File: config.mk
export PLATFORM = sky130hd
export DESIGN_NAME = bsfo_ctrl
export DESIGN_NICKNAME = d
export VERILOG_FILES = /design/src/hdl/bsfo_pkg.sv /design/src/hdl/bsfo_ctrl.sv
export SDC_FILE = /design/constraint.sdc
export NUM_CORES = 1
export LEC_CHECK = 0
export BUFFER_PORTS_ARGS = -buffer_cell sky130_fd_sc_hd__buf_2
export CORE_MARGIN = 5
export CORE_UTILIZATION = 35
export CTS_CLUSTER_SIZE = 8
export DETAILED_ROUTE_END_ITERATION = 12
export PLACE_DENSITY_LB_ADDON = 0.1
export SYNTH_ARGS = -nofsm -noshare
export SYNTH_HDL_FRONTEND = slang
export SYNTH_SLANG_ARGS = --single-unit
File: constraint.sdc
create_clock -name clk -period 3 [get_ports clk]
set_input_delay 0.45 -clock clk [delete_from_list [all_inputs] [get_ports clk]]
set_output_delay 0.45 -clock clk [all_outputs]
set_load 0.005 [all_outputs]
File: src/hdl/bsfo_pkg.sv
// ---------------------------------------------------------------------------
// bsfo_pkg
// Types, widths and constants shared by the spectral flux onset unit.
// ---------------------------------------------------------------------------
package bsfo_pkg;

  localparam int NUM_BANDS     = 8;
  localparam int BAND_BINS_MAX = 512;

  localparam int BAND_W  = 3;
  localparam int OFFS_W  = 9;
  localparam int MAG_W   = 24;
  localparam int SUM_W   = MAG_W + 1;
  localparam int FLUX_W  = 34;
  localparam int BASE_W  = 50;
  localparam int CNT_W   = 8;
  localparam int ALPHA_W = 17;
  localparam int GAIN_W  = 8;

  localparam int MEM_DEPTH = NUM_BANDS * BAND_BINS_MAX;
  localparam int ADDR_W    = $clog2(MEM_DEPTH);
  localparam int BSEL_W    = (NUM_BANDS > 1) ? $clog2(NUM_BANDS) : 1;

  localparam int IN_TDATA_W  = 64;
  localparam int OUT_TDATA_W = 40;
  localparam int CFG_IDX_W   = 2;
  localparam int CFG_DATA_W  = 24;

  // shared multiplier and accumulator
  localparam int FRAC_ALPHA = 16;
  localparam int THR_SHIFT  = 20;
  localparam int MUL_A_W    = 25;
  localparam int MUL_B_W    = ALPHA_W;
  localparam int PROD_W     = MUL_A_W + MUL_B_W;
  localparam int ACC_W      = BASE_W + GAIN_W;
  localparam int THR_W      = ACC_W - THR_SHIFT + 1;

  localparam logic [ALPHA_W-1:0]    ALPHA_ONE      = ALPHA_W'(65536);
  localparam logic [ALPHA_W-1:0]    ALPHA_RST      = ALPHA_W'(1311);
  localparam logic [GAIN_W-1:0]     GAIN_RST       = GAIN_W'(64);
  localparam logic [MAG_W-1:0]      OFFSET_RST     = MAG_W'(12);
  localparam logic [CNT_W-1:0]      DEBOUNCE_RST   = CNT_W'(7);

  typedef enum logic [CFG_IDX_W-1:0] {
    CFG_ALPHA    = 2'd0,
    CFG_GAIN     = 2'd1,
    CFG_OFFSET   = 2'd2,
    CFG_DEBOUNCE = 2'd3
  } cfg_reg_t;

  typedef enum logic [3:0] {
    S_CLEAR,
    S_IDLE,
    S_RMW,
    S_DIFF,
    S_M_LO,
    S_M_H0,
    S_M_H1,
    S_STEP,
    S_BASE,
    S_M_G0,
    S_M_G1,
    S_THR,
    S_DECIDE
  } state_t;

  typedef enum logic [2:0] {
    MS_LO,
    MS_H0,
    MS_H1,
    MS_G0,
    MS_G1
  } mul_sel_t;

  typedef enum logic [2:0] {
    AO_HOLD,
    AO_LOAD_SH16,
    AO_ADD,
    AO_ADD_SH25,
    AO_LOAD
  } acc_op_t;

  typedef struct packed {
    logic     accept_en;
    logic     rmw;
    logic     clr_wr;
    logic     diff;
    mul_sel_t mul_sel;
    acc_op_t  acc_op;
    logic     base_wr;
    logic     decide;
  } cmd_t;

  typedef struct packed {
    logic in_ok;
    logic item_end;
    logic clr_last;
    logic out_busy;
  } status_t;

endpackage

File: src/hdl/bsfo_ctrl.sv
// ---------------------------------------------------------------------------
// bsfo_ctrl
// Sequencer: memory clear, bin read-modify-write, band-end arithmetic steps.
// ---------------------------------------------------------------------------
module bsfo_ctrl import bsfo_pkg::*; (
  input  logic    clk,
  input  logic    rst_n,
  input  logic    in_tvalid,
  input  status_t status,
  output cmd_t    cmd
);

  state_t state_r, state_nxt;

  always_comb begin
    state_nxt = state_r;
    unique case (state_r)
      S_CLEAR:  if (status.clr_last) state_nxt = S_IDLE;
      S_IDLE:   if (in_tvalid && status.in_ok) state_nxt = S_RMW;
      S_RMW:    state_nxt = status.item_end ? S_DIFF : S_IDLE;
      S_DIFF:   state_nxt = S_M_LO;
      S_M_LO:   state_nxt = S_M_H0;
      S_M_H0:   state_nxt = S_M_H1;
      S_M_H1:   state_nxt = S_STEP;
      S_STEP:   state_nxt = S_BASE;
      S_BASE:   state_nxt = S_M_G0;
      S_M_G0:   state_nxt = S_M_G1;
      S_M_G1:   state_nxt = S_THR;
      S_THR:    state_nxt = S_DECIDE;
      S_DECIDE: if (!status.out_busy) state_nxt = S_IDLE;
      default:  state_nxt = S_IDLE;
    endcase
  end

  always_comb begin
    cmd         = '0;
    cmd.mul_sel = MS_LO;
    cmd.acc_op  = AO_HOLD;
    unique case (state_r)
      S_CLEAR:  cmd.clr_wr    = 1'b1;
      S_IDLE:   cmd.accept_en = 1'b1;
      S_RMW:    cmd.rmw       = 1'b1;
      S_DIFF:   cmd.diff      = 1'b1;
      S_M_LO:   cmd.mul_sel   = MS_LO;
      S_M_H0: begin
        cmd.mul_sel = MS_H0;
        cmd.acc_op  = AO_LOAD_SH16;
      end
      S_M_H1: begin
        cmd.mul_sel = MS_H1;
        cmd.acc_op  = AO_ADD;
      end
      S_STEP:   cmd.acc_op    = AO_ADD_SH25;
      S_BASE:   cmd.base_wr   = 1'b1;
      S_M_G0:   cmd.mul_sel   = MS_G0;
      S_M_G1: begin
        cmd.mul_sel = MS_G1;
        cmd.acc_op  = AO_LOAD;
      end
      S_THR:    cmd.acc_op    = AO_ADD_SH25;
      S_DECIDE: cmd.decide    = !status.out_busy;
      default:  cmd.accept_en = 1'b0;
    endcase
  end

  always_ff @(posedge clk) begin
    if (!rst_n) begin
      state_r <= S_CLEAR;
    end else begin
      state_r <= state_nxt;
    end
  end

endmodule

==> impl_results.md, run 1 <==
- Status: finished clean
- Ys Warns: 0
- DRC: 0
- Multi-input gate area: 368 µm²
- DP Wirelength: 856 µm
- Row count: 13
- Worst path slowest cell: dfxtp_1
- Crit path required time: 2.55 ns
- Synth Flop Type: dfxtp_1
- Net count, final: 98
- Port bufs: 18
- Cell variety after synth: 29
- Minimum clock period: 1.85 ns
- Syn_nets: 78
- Vias per inst: 4.90
- Largest net degree at the start of global routing: 16
- CTS clock-pin slew for the worst setup and hold paths: 0.04 ns
- DRT Pass-1 Iters: 2
- Maximum vdd drop: 0.177 mV
- RSZ-0062 raised after global routing: no
- CP Max Fanout: 15
- H-tree depth: 1
- I/O pin cnt: 19
- Fin. Hold Viols: 0
- Slew HR: 68.1%
- Post-CTS setup buffer count: 0
- GPL Wtd Cong: 0.732
- Overflow after GRT: 0
- Slew @ Worst Pin: 0.478 ns
- Die height: 47.1 µm
- Post-route ant nets: 0
- Final setup violation count: 0
- Synth Cell Area: 482 µm²
- Die span in x: 47.1 µm
- Net Sw Power: 0.0418 mW
- WP data arrival: 1.40 ns
- # diodes: 0
- Vias: 485
- Critical Path Max Stage Delay: 0.59 ns
- Post-cts resize count: 0
- Net Sw Frac: 26.1%
- Crit start category: flop
- Hold Crit Class: input port to flop
- Sequential fraction of the synthesis area: 16.6%
- Max_cap viols: 0
- Gate Count Post-Synth: 66
- CP Capture Type: output pin
- Synth top area cells: dfxtp_1, ha_1, nor2_1, a21oi_1, buf_4
- Setup CP Type: flop to output pin
- Cts bufs inserted: 3
- Pint: 0.118 mW
- Final period utilization: 61.8%
- Mean cell area of the mapped netlist: 7.30 µm²
- Vias in the first global route: 410
- Clock Sinks: 4
- Max Freq: 0.540 GHz
- Biggest register: state_r
- Slew Viols, Final: 0
- Antenna violations before repair: 0
- Total track usage: 10.5%
- Combinational group share of total power: 21.5%
- Final WL: 1050 µm
- Root buffer cell: clkbuf_4
- Synthesized flop and latch total: 4
- Ys async rst share: 0%
- Reg area: 80.1 µm²
- CTS max path bufs: 2
- Clock power share: 39.8%
- Top cell type's share of synthesized area: 16.6%
- PwrDens: 271 nW/µm²
- Clk_lat worst skew: 0.23 ns
- Drt initial violations: 1
- EDFF count, synth: 0
- Final TNS setup: 0 ns
- Placeable Area: 1300 µm²
- Largest register FFs: 4
- Skew final: 0.000984 ns
- First-pass GRT wire length: 1660 µm
- Seq pwr share: 38.7%
- P&R area growth vs syn: 22.6%
- Leakage: 0.289 nW
- Power, Total: 0.160 mW
- Layout fillers: 143
- Top-count cell post-synth: nor2_1
- Initial Util: 37.0%
- Top post-synthesis cells by count: nor2_1, nand2_1, a21oi_1, ha_1, dfxtp_1
- Top Registers: state_r (4)
- CTS tree: done
- Share of layout cells above drive strength 1: 32.1%
- Hold_buf cts: 0
- Leading area contributor after synthesis: dfxtp_1
- Cell Chain, Critical Path: nor2b_2, nand2_1, o21ai_0, buf_2
- Die area: 2220 µm²
- WL/cell: 10.6 µm
power groups by stage:
stage | Sequential [mW] | Combinational [mW] | Clock (mW)
after floorplan | 0.0580 | 0.0292 | 0
after global placement | 0.0632 | 0.0359 | 0
after detailed placement | 0.0627 | 0.0345 | 0
after CTS | 0.0619 | 0.0347 | 0.0683
after global routing | 0.0627 | 0.0385 | 0.0732
final | 0.0619 | 0.0343 | 0.0637
cells by family after synthesis:
family | count (synthesis) | synth area share, %
buffers and inverters | 6 | 7.01
flip-flops | 4 | 16.6
XOR/XNOR | 1 | 1.82
AND/OR/NAND/NOR | 33 | 40.0
AO/OA/AOI/OAI | 17 | 21.6
adder cells (fa/ha/maj) | 5 | 13.0
layer usage:
metal	part of all wire [%]	vias to the layer above	track usage, %
li1	-	266	-
met1	45	212	12.5
met2	50	7	17.9
met3	4.6	0	2.30
met4	0	0	4.97
met5	0	-	0
cell usage in the layout, fill, tap and decap left out, types with 2 or more instances in the layout:
cell type  count
a21boi_1       2
a21oi_1        5
and2_1         2
and2_2         2
buf_2         18
clkbuf_4       3
dfxtp_1        4
ha_1           5
inv_1          3
nand2_1        6
nand3_1        2
nor2_1         7
nor2b_1        3
o21a_1         2
o21ai_0        3
o21ai_1        3
worst paths after layout:
path | start | to | slack, ns | depth (start not counted)
min | rst_n | state_r[1] | 0.49 | 3
max | state_r[0] | cmd[6] | 1.15 | 4
max reg2reg | state_r[2] | state_r[3] | 1.45 | 6
min reg2reg | state_r[2] | state_r[2] | 0.52 | 2
metrics by stage:
step	area, µm²	instances	setup slack (ns)	util, %	hold slack [ns]
after global placement	568	96	1.36	43.7	0.519
after detailed placement	568	96	1.37	43.7	0.522
after CTS	591	99	1.12	45.4	0.482
after floorplan	482	66	1.60	-	0.491
after global routing	591	99	1.02	45.4	0.489
final	591	99	1.15	45.4	0.494
area by class of cell:
type | instances | share of cell area, %
Sequential cell | 4 | 13.6
Timing Repair Buffer | 18 | 15.3
Clock buffer | 3 | 3.81
Multi-Input combinational cell | 56 | 62.3
Tap cell | 15 | 3.18
Inverter | 3 | 1.91
worst max-delay path, delay by kind of cell (launching register included):
family	cells	cell delay, ns
flip-flops	1	0.59
AO/OA/AOI/OAI	1	0.07
buffers and inverters	1	0.13
AND/OR/NAND/NOR	2	0.38
(Power assumes the default switching activity.)
==> run 2: changes to the inputs <==
clock period = 1.55 ns   (was 3 ns; I/O delays follow)
==> impl_results.md, run 2 (synthesis results as in run 1) <==
- Leakage: 0.322 nW
- Largest net degree at the start of global routing: 12
- Clock Sinks: 4
- DRC: 0
- Clk_lat worst skew: 0.23 ns
- Minimum clock period: 1.52 ns
- R2R cell count: 6
- CTS clock-pin slew for the worst setup and hold paths: 0.03 ns
- Most frequent cells in the layout: buf_2, nor2_1, nand2_1
- Setup CP Type: flop to output pin
- R2R Setup Slk: 0.12 ns
- Reg-to-reg endpoint: state_r[2]
- Die height: 47.1 µm
- Post-route ant nets: 0
- Max_cap viols: 0
- P&R area growth vs syn: 38.7%
- Crit path required time: 1.32 ns
- Die area: 2220 µm²
- CP Max Fanout: 6
- First-pass GRT wire length: 1990 µm
- Final WL: 1220 µm
- DRT Pass-1 Iters: 4
- Worst path bufs/invs: 3
- Slew Viols, Final: 0
- Vias in the first global route: 514
- I/O pin cnt: 19
- CP Capture Type: output pin
- Vias: 531
- CTS max path bufs: 2
- Placeable Area: 1300 µm²
- Critical Path Max Stage Delay: 0.36 ns
- Vias per inst: 5.11
- Hold Path Origin: rst_n
- PwrDens: 482 nW/µm²
- Hold Crit Class: input port to flop
- Max Freq: 0.660 GHz
- Post-CTS setup buffer count: 0
- H-tree depth: 1
- Core Util, Final: 51.3%
- Stages on worst setup path: 6
- Final TNS setup: 0 ns
- Port bufs: 18
- Die span in x: 47.1 µm
- Slew HR: 86.3%
- Fin. Hold Viols: 0
- Worst path slowest cell: dfxtp_4
- Final period utilization: 97.8%
- Initial Util: 37.0%
- Hold_buf cts: 0
- Total track usage: 12.7%
- WP data arrival: 1.28 ns
- Cts bufs inserted: 3
- CTS tree: done
- Antenna violations before repair: 0
- Net count, final: 103
- Slew @ Worst Pin: 0.206 ns
- Worst flop-to-flop path startpoint: state_r[3]
- DP Wirelength: 992 µm
- Row count: 13
- RSZ-0062 raised after global routing: yes
- Most common cell after layout, fill and taps aside: buf_2
- Skew final: 0.00135 ns
- Status: finished clean
- # diodes: 0
- Drt initial violations: 1
- CP delay by family, top: flip-flops
- WL/cell: 11.8 µm
- CP Capture Point: cmd[6]
- Crit path from: state_r[3]
- GPL Wtd Cong: 0.802
- Largest register FFs: 4
- Final setup violation count: 0
- Crit start category: flop
- Biggest register: state_r
- Maximum vdd drop: 0.341 mV
- Top Registers: state_r (4)
- Cell Chain, Critical Path: inv_1, ha_2, buf_6, nand2_1, o21ai_1, buf_2
- Root buffer cell: clkbuf_4
- Overflow after GRT: 0
- Share of layout cells above drive strength 1: 44.9%
## run 2: changes by cell type in the layout (fill, tap and decap cells not counted), sizes merged
cell	before	now
buf	18	23
## run 2: repair_timing
item | CTS | global route
gates resized for setup | 4 | 9
pin swaps | 0 | 2
endpoints found under the setup margin | 7 | 10
## run 2: routing by layer
layer	share of wire (%)	GRT usage, %	vias to the layer above
met5	0	0	-
met3	4.0	1.15	2
li1	-	-	278
met4	1.1	8.29	0
met2	51	23.0	11
met1	43	13.9	240
## run 2: power by group
group / switching (mW) / total [mW] / leakage (nW) / internal [mW]
Sequential: 0.00898 / 0.115 / 0.0341 / 0.106
Clock: 0.0371 / 0.123 / 0.0138 / 0.0862
Combinational: 0.0406 / 0.0833 / 0.274 / 0.0427
Total: 0.0867 / 0.322 / 0.322 / 0.235
## run 2: area by class of cell
cell class	instances	area [µm²]
fill	147	633
multi-input combinational	56	398
timing repair buffer	23	131
clock buffer	3	22.5
tap	15	18.8
inverter	3	11.3
sequential	4	86.3
## run 2: worst min path at each step
| stage | slack (ns) | end | cells after the start |
|---|---|---|---|
| 5_1_grt | 0.26 | state_r[0] | 2 |
| 4_1_cts | 0.26 | state_r[0] | 2 |
| 2_1_floorplan | 0.36 | state_r[1] | 2 |
| 3_3_place_gp | 0.51 | state_r[0] | 2 |
| 3_5_place_dp | 0.51 | state_r[0] | 2 |
| 6_report | 0.26 | state_r[0] | 2 |
## run 2: metrics by stage
stage | power [mW] | cells | worst slack (ns) | hold slack (ns) | cell area, µm²
4_1_cts | 0.327 | 104 | 0.0119 | 0.259 | 638
3_3_place_gp | 0.198 | 101 | 0.0680 | 0.511 | 606
6_report | 0.322 | 104 | 0.0342 | 0.263 | 668
2_1_floorplan | 0.169 | 66 | 0.201 | 0.363 | 482
5_1_grt | 0.347 | 104 | -0.0649 | 0.261 | 668
3_5_place_dp | 0.196 | 101 | -0.00907 | 0.508 | 606
==> run 3: changes to the inputs <==
GPL_TIMING_DRIVEN = 0   (was unset)
==> impl_results.md, run 3 (synthesis results as in run 1) <==
- GPL Wtd Cong: 0.792
- Skew final: 0.0000902 ns
- Min-Delay Endpoint: state_r[0]
- CTS clock-pin slew for the worst setup and hold paths: 0.03 ns
- CP delay by family, top: flip-flops
- Finished Layout Cells: 103
- Net Sw Frac: 26.1%
- Vias: 499
- Status: finished clean
- Placeable Area: 1300 µm²
- DP Wirelength: 940 µm
- Die height: 47.1 µm
- Post-route ant nets: 0
- Core Util, Final: 48.9%
- Top Registers: state_r (4)
- Drt initial violations: 1
- Vias per inst: 4.84
- Slew Viols, Final: 0
- Cts bufs inserted: 3
- Largest net degree at the start of global routing: 11
- Combinational group share of total power: 25.6%
- Pint: 0.233 mW
- Seq pwr share: 35.6%
- Fin. Hold Viols: 0
- DRC: 0
- Worst path slowest cell: dfxtp_2
- RSZ-0062 raised after global routing: yes
- Minimum clock period: 1.49 ns
- # diodes: 0
- Final WL: 1190 µm
- First-pass GRT wire length: 1960 µm
- Final period utilization: 96.4%
- CP Capture Type: output pin
- CP Max Fanout: 10
- Setup CP Type: flop to output pin
- Slew @ Worst Pin: 0.247 ns
- Clk_lat worst skew: 0.23 ns
- Stages on worst setup path: 5
- Overflow after GRT: 0
- H-tree depth: 1
- Biggest register: state_r
- Cell Chain, Critical Path: inv_1, ha_2, buf_6, and3_1, buf_2
- Worst flop-to-flop path startpoint: state_r[3]
- Crit start category: flop
- CTS max path bufs: 2
- Leakage: 0.310 nW
- P&R area growth vs syn: 32.2%
- Clock power share: 38.9%
- Maximum vdd drop: 0.348 mV
- Net count, final: 102
- Row count: 13
- Die area: 2220 µm²
- Slew HR: 83.4%
- Most frequent cells in the layout: buf_2, nand2_1, nor2_1
- Critical Path Max Stage Delay: 0.36 ns
- Root buffer cell: clkbuf_4
- Max_cap viols: 0
- Crit path required time: 1.32 ns
- R2R cell count: 7
- Vias in the first global route: 445
- Antenna violations before repair: 0
- Reg-to-reg endpoint: state_r[2]
- DRT Pass-1 Iters: 2
- Net Sw Power: 0.0823 mW
- Final setup violation count: 0
- Die span in x: 47.1 µm
- Hold path depth: 2
- Most common cell after layout, fill and taps aside: buf_2
- Port bufs: 18
- Hold Path Origin: rst_n
- Share of layout cells above drive strength 1: 43.2%
- R2R Setup Slk: 0.13 ns
- WP data arrival: 1.26 ns
- Clock Sinks: 4
- Initial Util: 37.0%
- # placed instances: 99
- CTS tree: done
- WL/cell: 11.5 µm
- Max Freq: 0.670 GHz
- Worst path bufs/invs: 3
- PwrDens: 495 nW/µm²
- I/O pin cnt: 19
- Hold Crit Class: input port to flop
- Total track usage: 12.4%
- Largest register FFs: 4
==> run 3: cell type report <==
cell class,count,area [µm²]
inverters,3,11.3
clock buffers,3,22.5
repair buffers,19,97.6
fillers,148,664
well taps,15,18.8
multi-input cells,56,378
flip-flops and latches,4,82.6
plain buffers,3,26.3
==> run 3: per-stage QoR <==
stage	total power [mW]	setup TNS [ns]	area (µm²)	hold WS, ns	worst slack (ns)
6_report	0.316	0	637	0.270	0.0566
5_1_grt	0.347	-0.0279	637	0.286	-0.0163
4_1_cts	0.326	0	634	0.261	0.0117
3_5_place_dp	0.195	0	591	0.508	0.0631
3_3_place_gp	0.195	0	591	0.509	0.0559
2_1_floorplan	0.169	0	482	0.363	0.201
==> run 3: worst max-delay path by stage <==
| stage | from | end | slack [ns] |
|---|---|---|---|
| 3_3_place_gp | state_r[2] | state_r[2] | 0.06 |
| 2_1_floorplan | state_r[2] | state_r[0] | 0.20 |
| 5_1_grt | state_r[3] | cmd[8] | -0.02 |
| 4_1_cts | state_r[2] | cmd[8] | 0.01 |
| 6_report | state_r[3] | cmd[8] | 0.06 |
| 3_5_place_dp | state_r[2] | state_r[2] | 0.06 |
==> run 3: power by group through the flow <==
stage | Combinational, mW | Sequential (mW) | Clock (mW)
finish | 0.0806 | 0.112 | 0.123
global route | 0.0931 | 0.113 | 0.141
CTS | 0.0818 | 0.112 | 0.132
detailed placement | 0.0812 | 0.114 | 0
global placement | 0.0806 | 0.114 | 0
floorplan | 0.0565 | 0.112 | 0
==> run 3: per-layer routing <==
metal	wire length, µm	vias to the layer above	GRT usage, %	share of wire [%]
li1	-	273	-	-
met4	0	0	4.97	0
met2	598	7	20.1	50
met1	559	219	16.8	47
met5	0	-	0	0
met3	27	0	1.15	2.3
==> run 3: worst register-to-register path, cell delays in order (launching register included) <==
cell	delay (ns)
dfxtp_2	0.34
inv_1	0.09
ha_2	0.18
buf_6	0.13
and4bb_1	0.19
nor3_2	0.18
nand4_1	0.11
a21boi_1	0.13
==> run 3: what timing repair did <==
action / in CTS / in global routing
endpoints found under the setup margin: 9 / 8
buffers inserted: 1 / 0
hold buffers: 0 / 0
gates resized for setup: 6 / 2
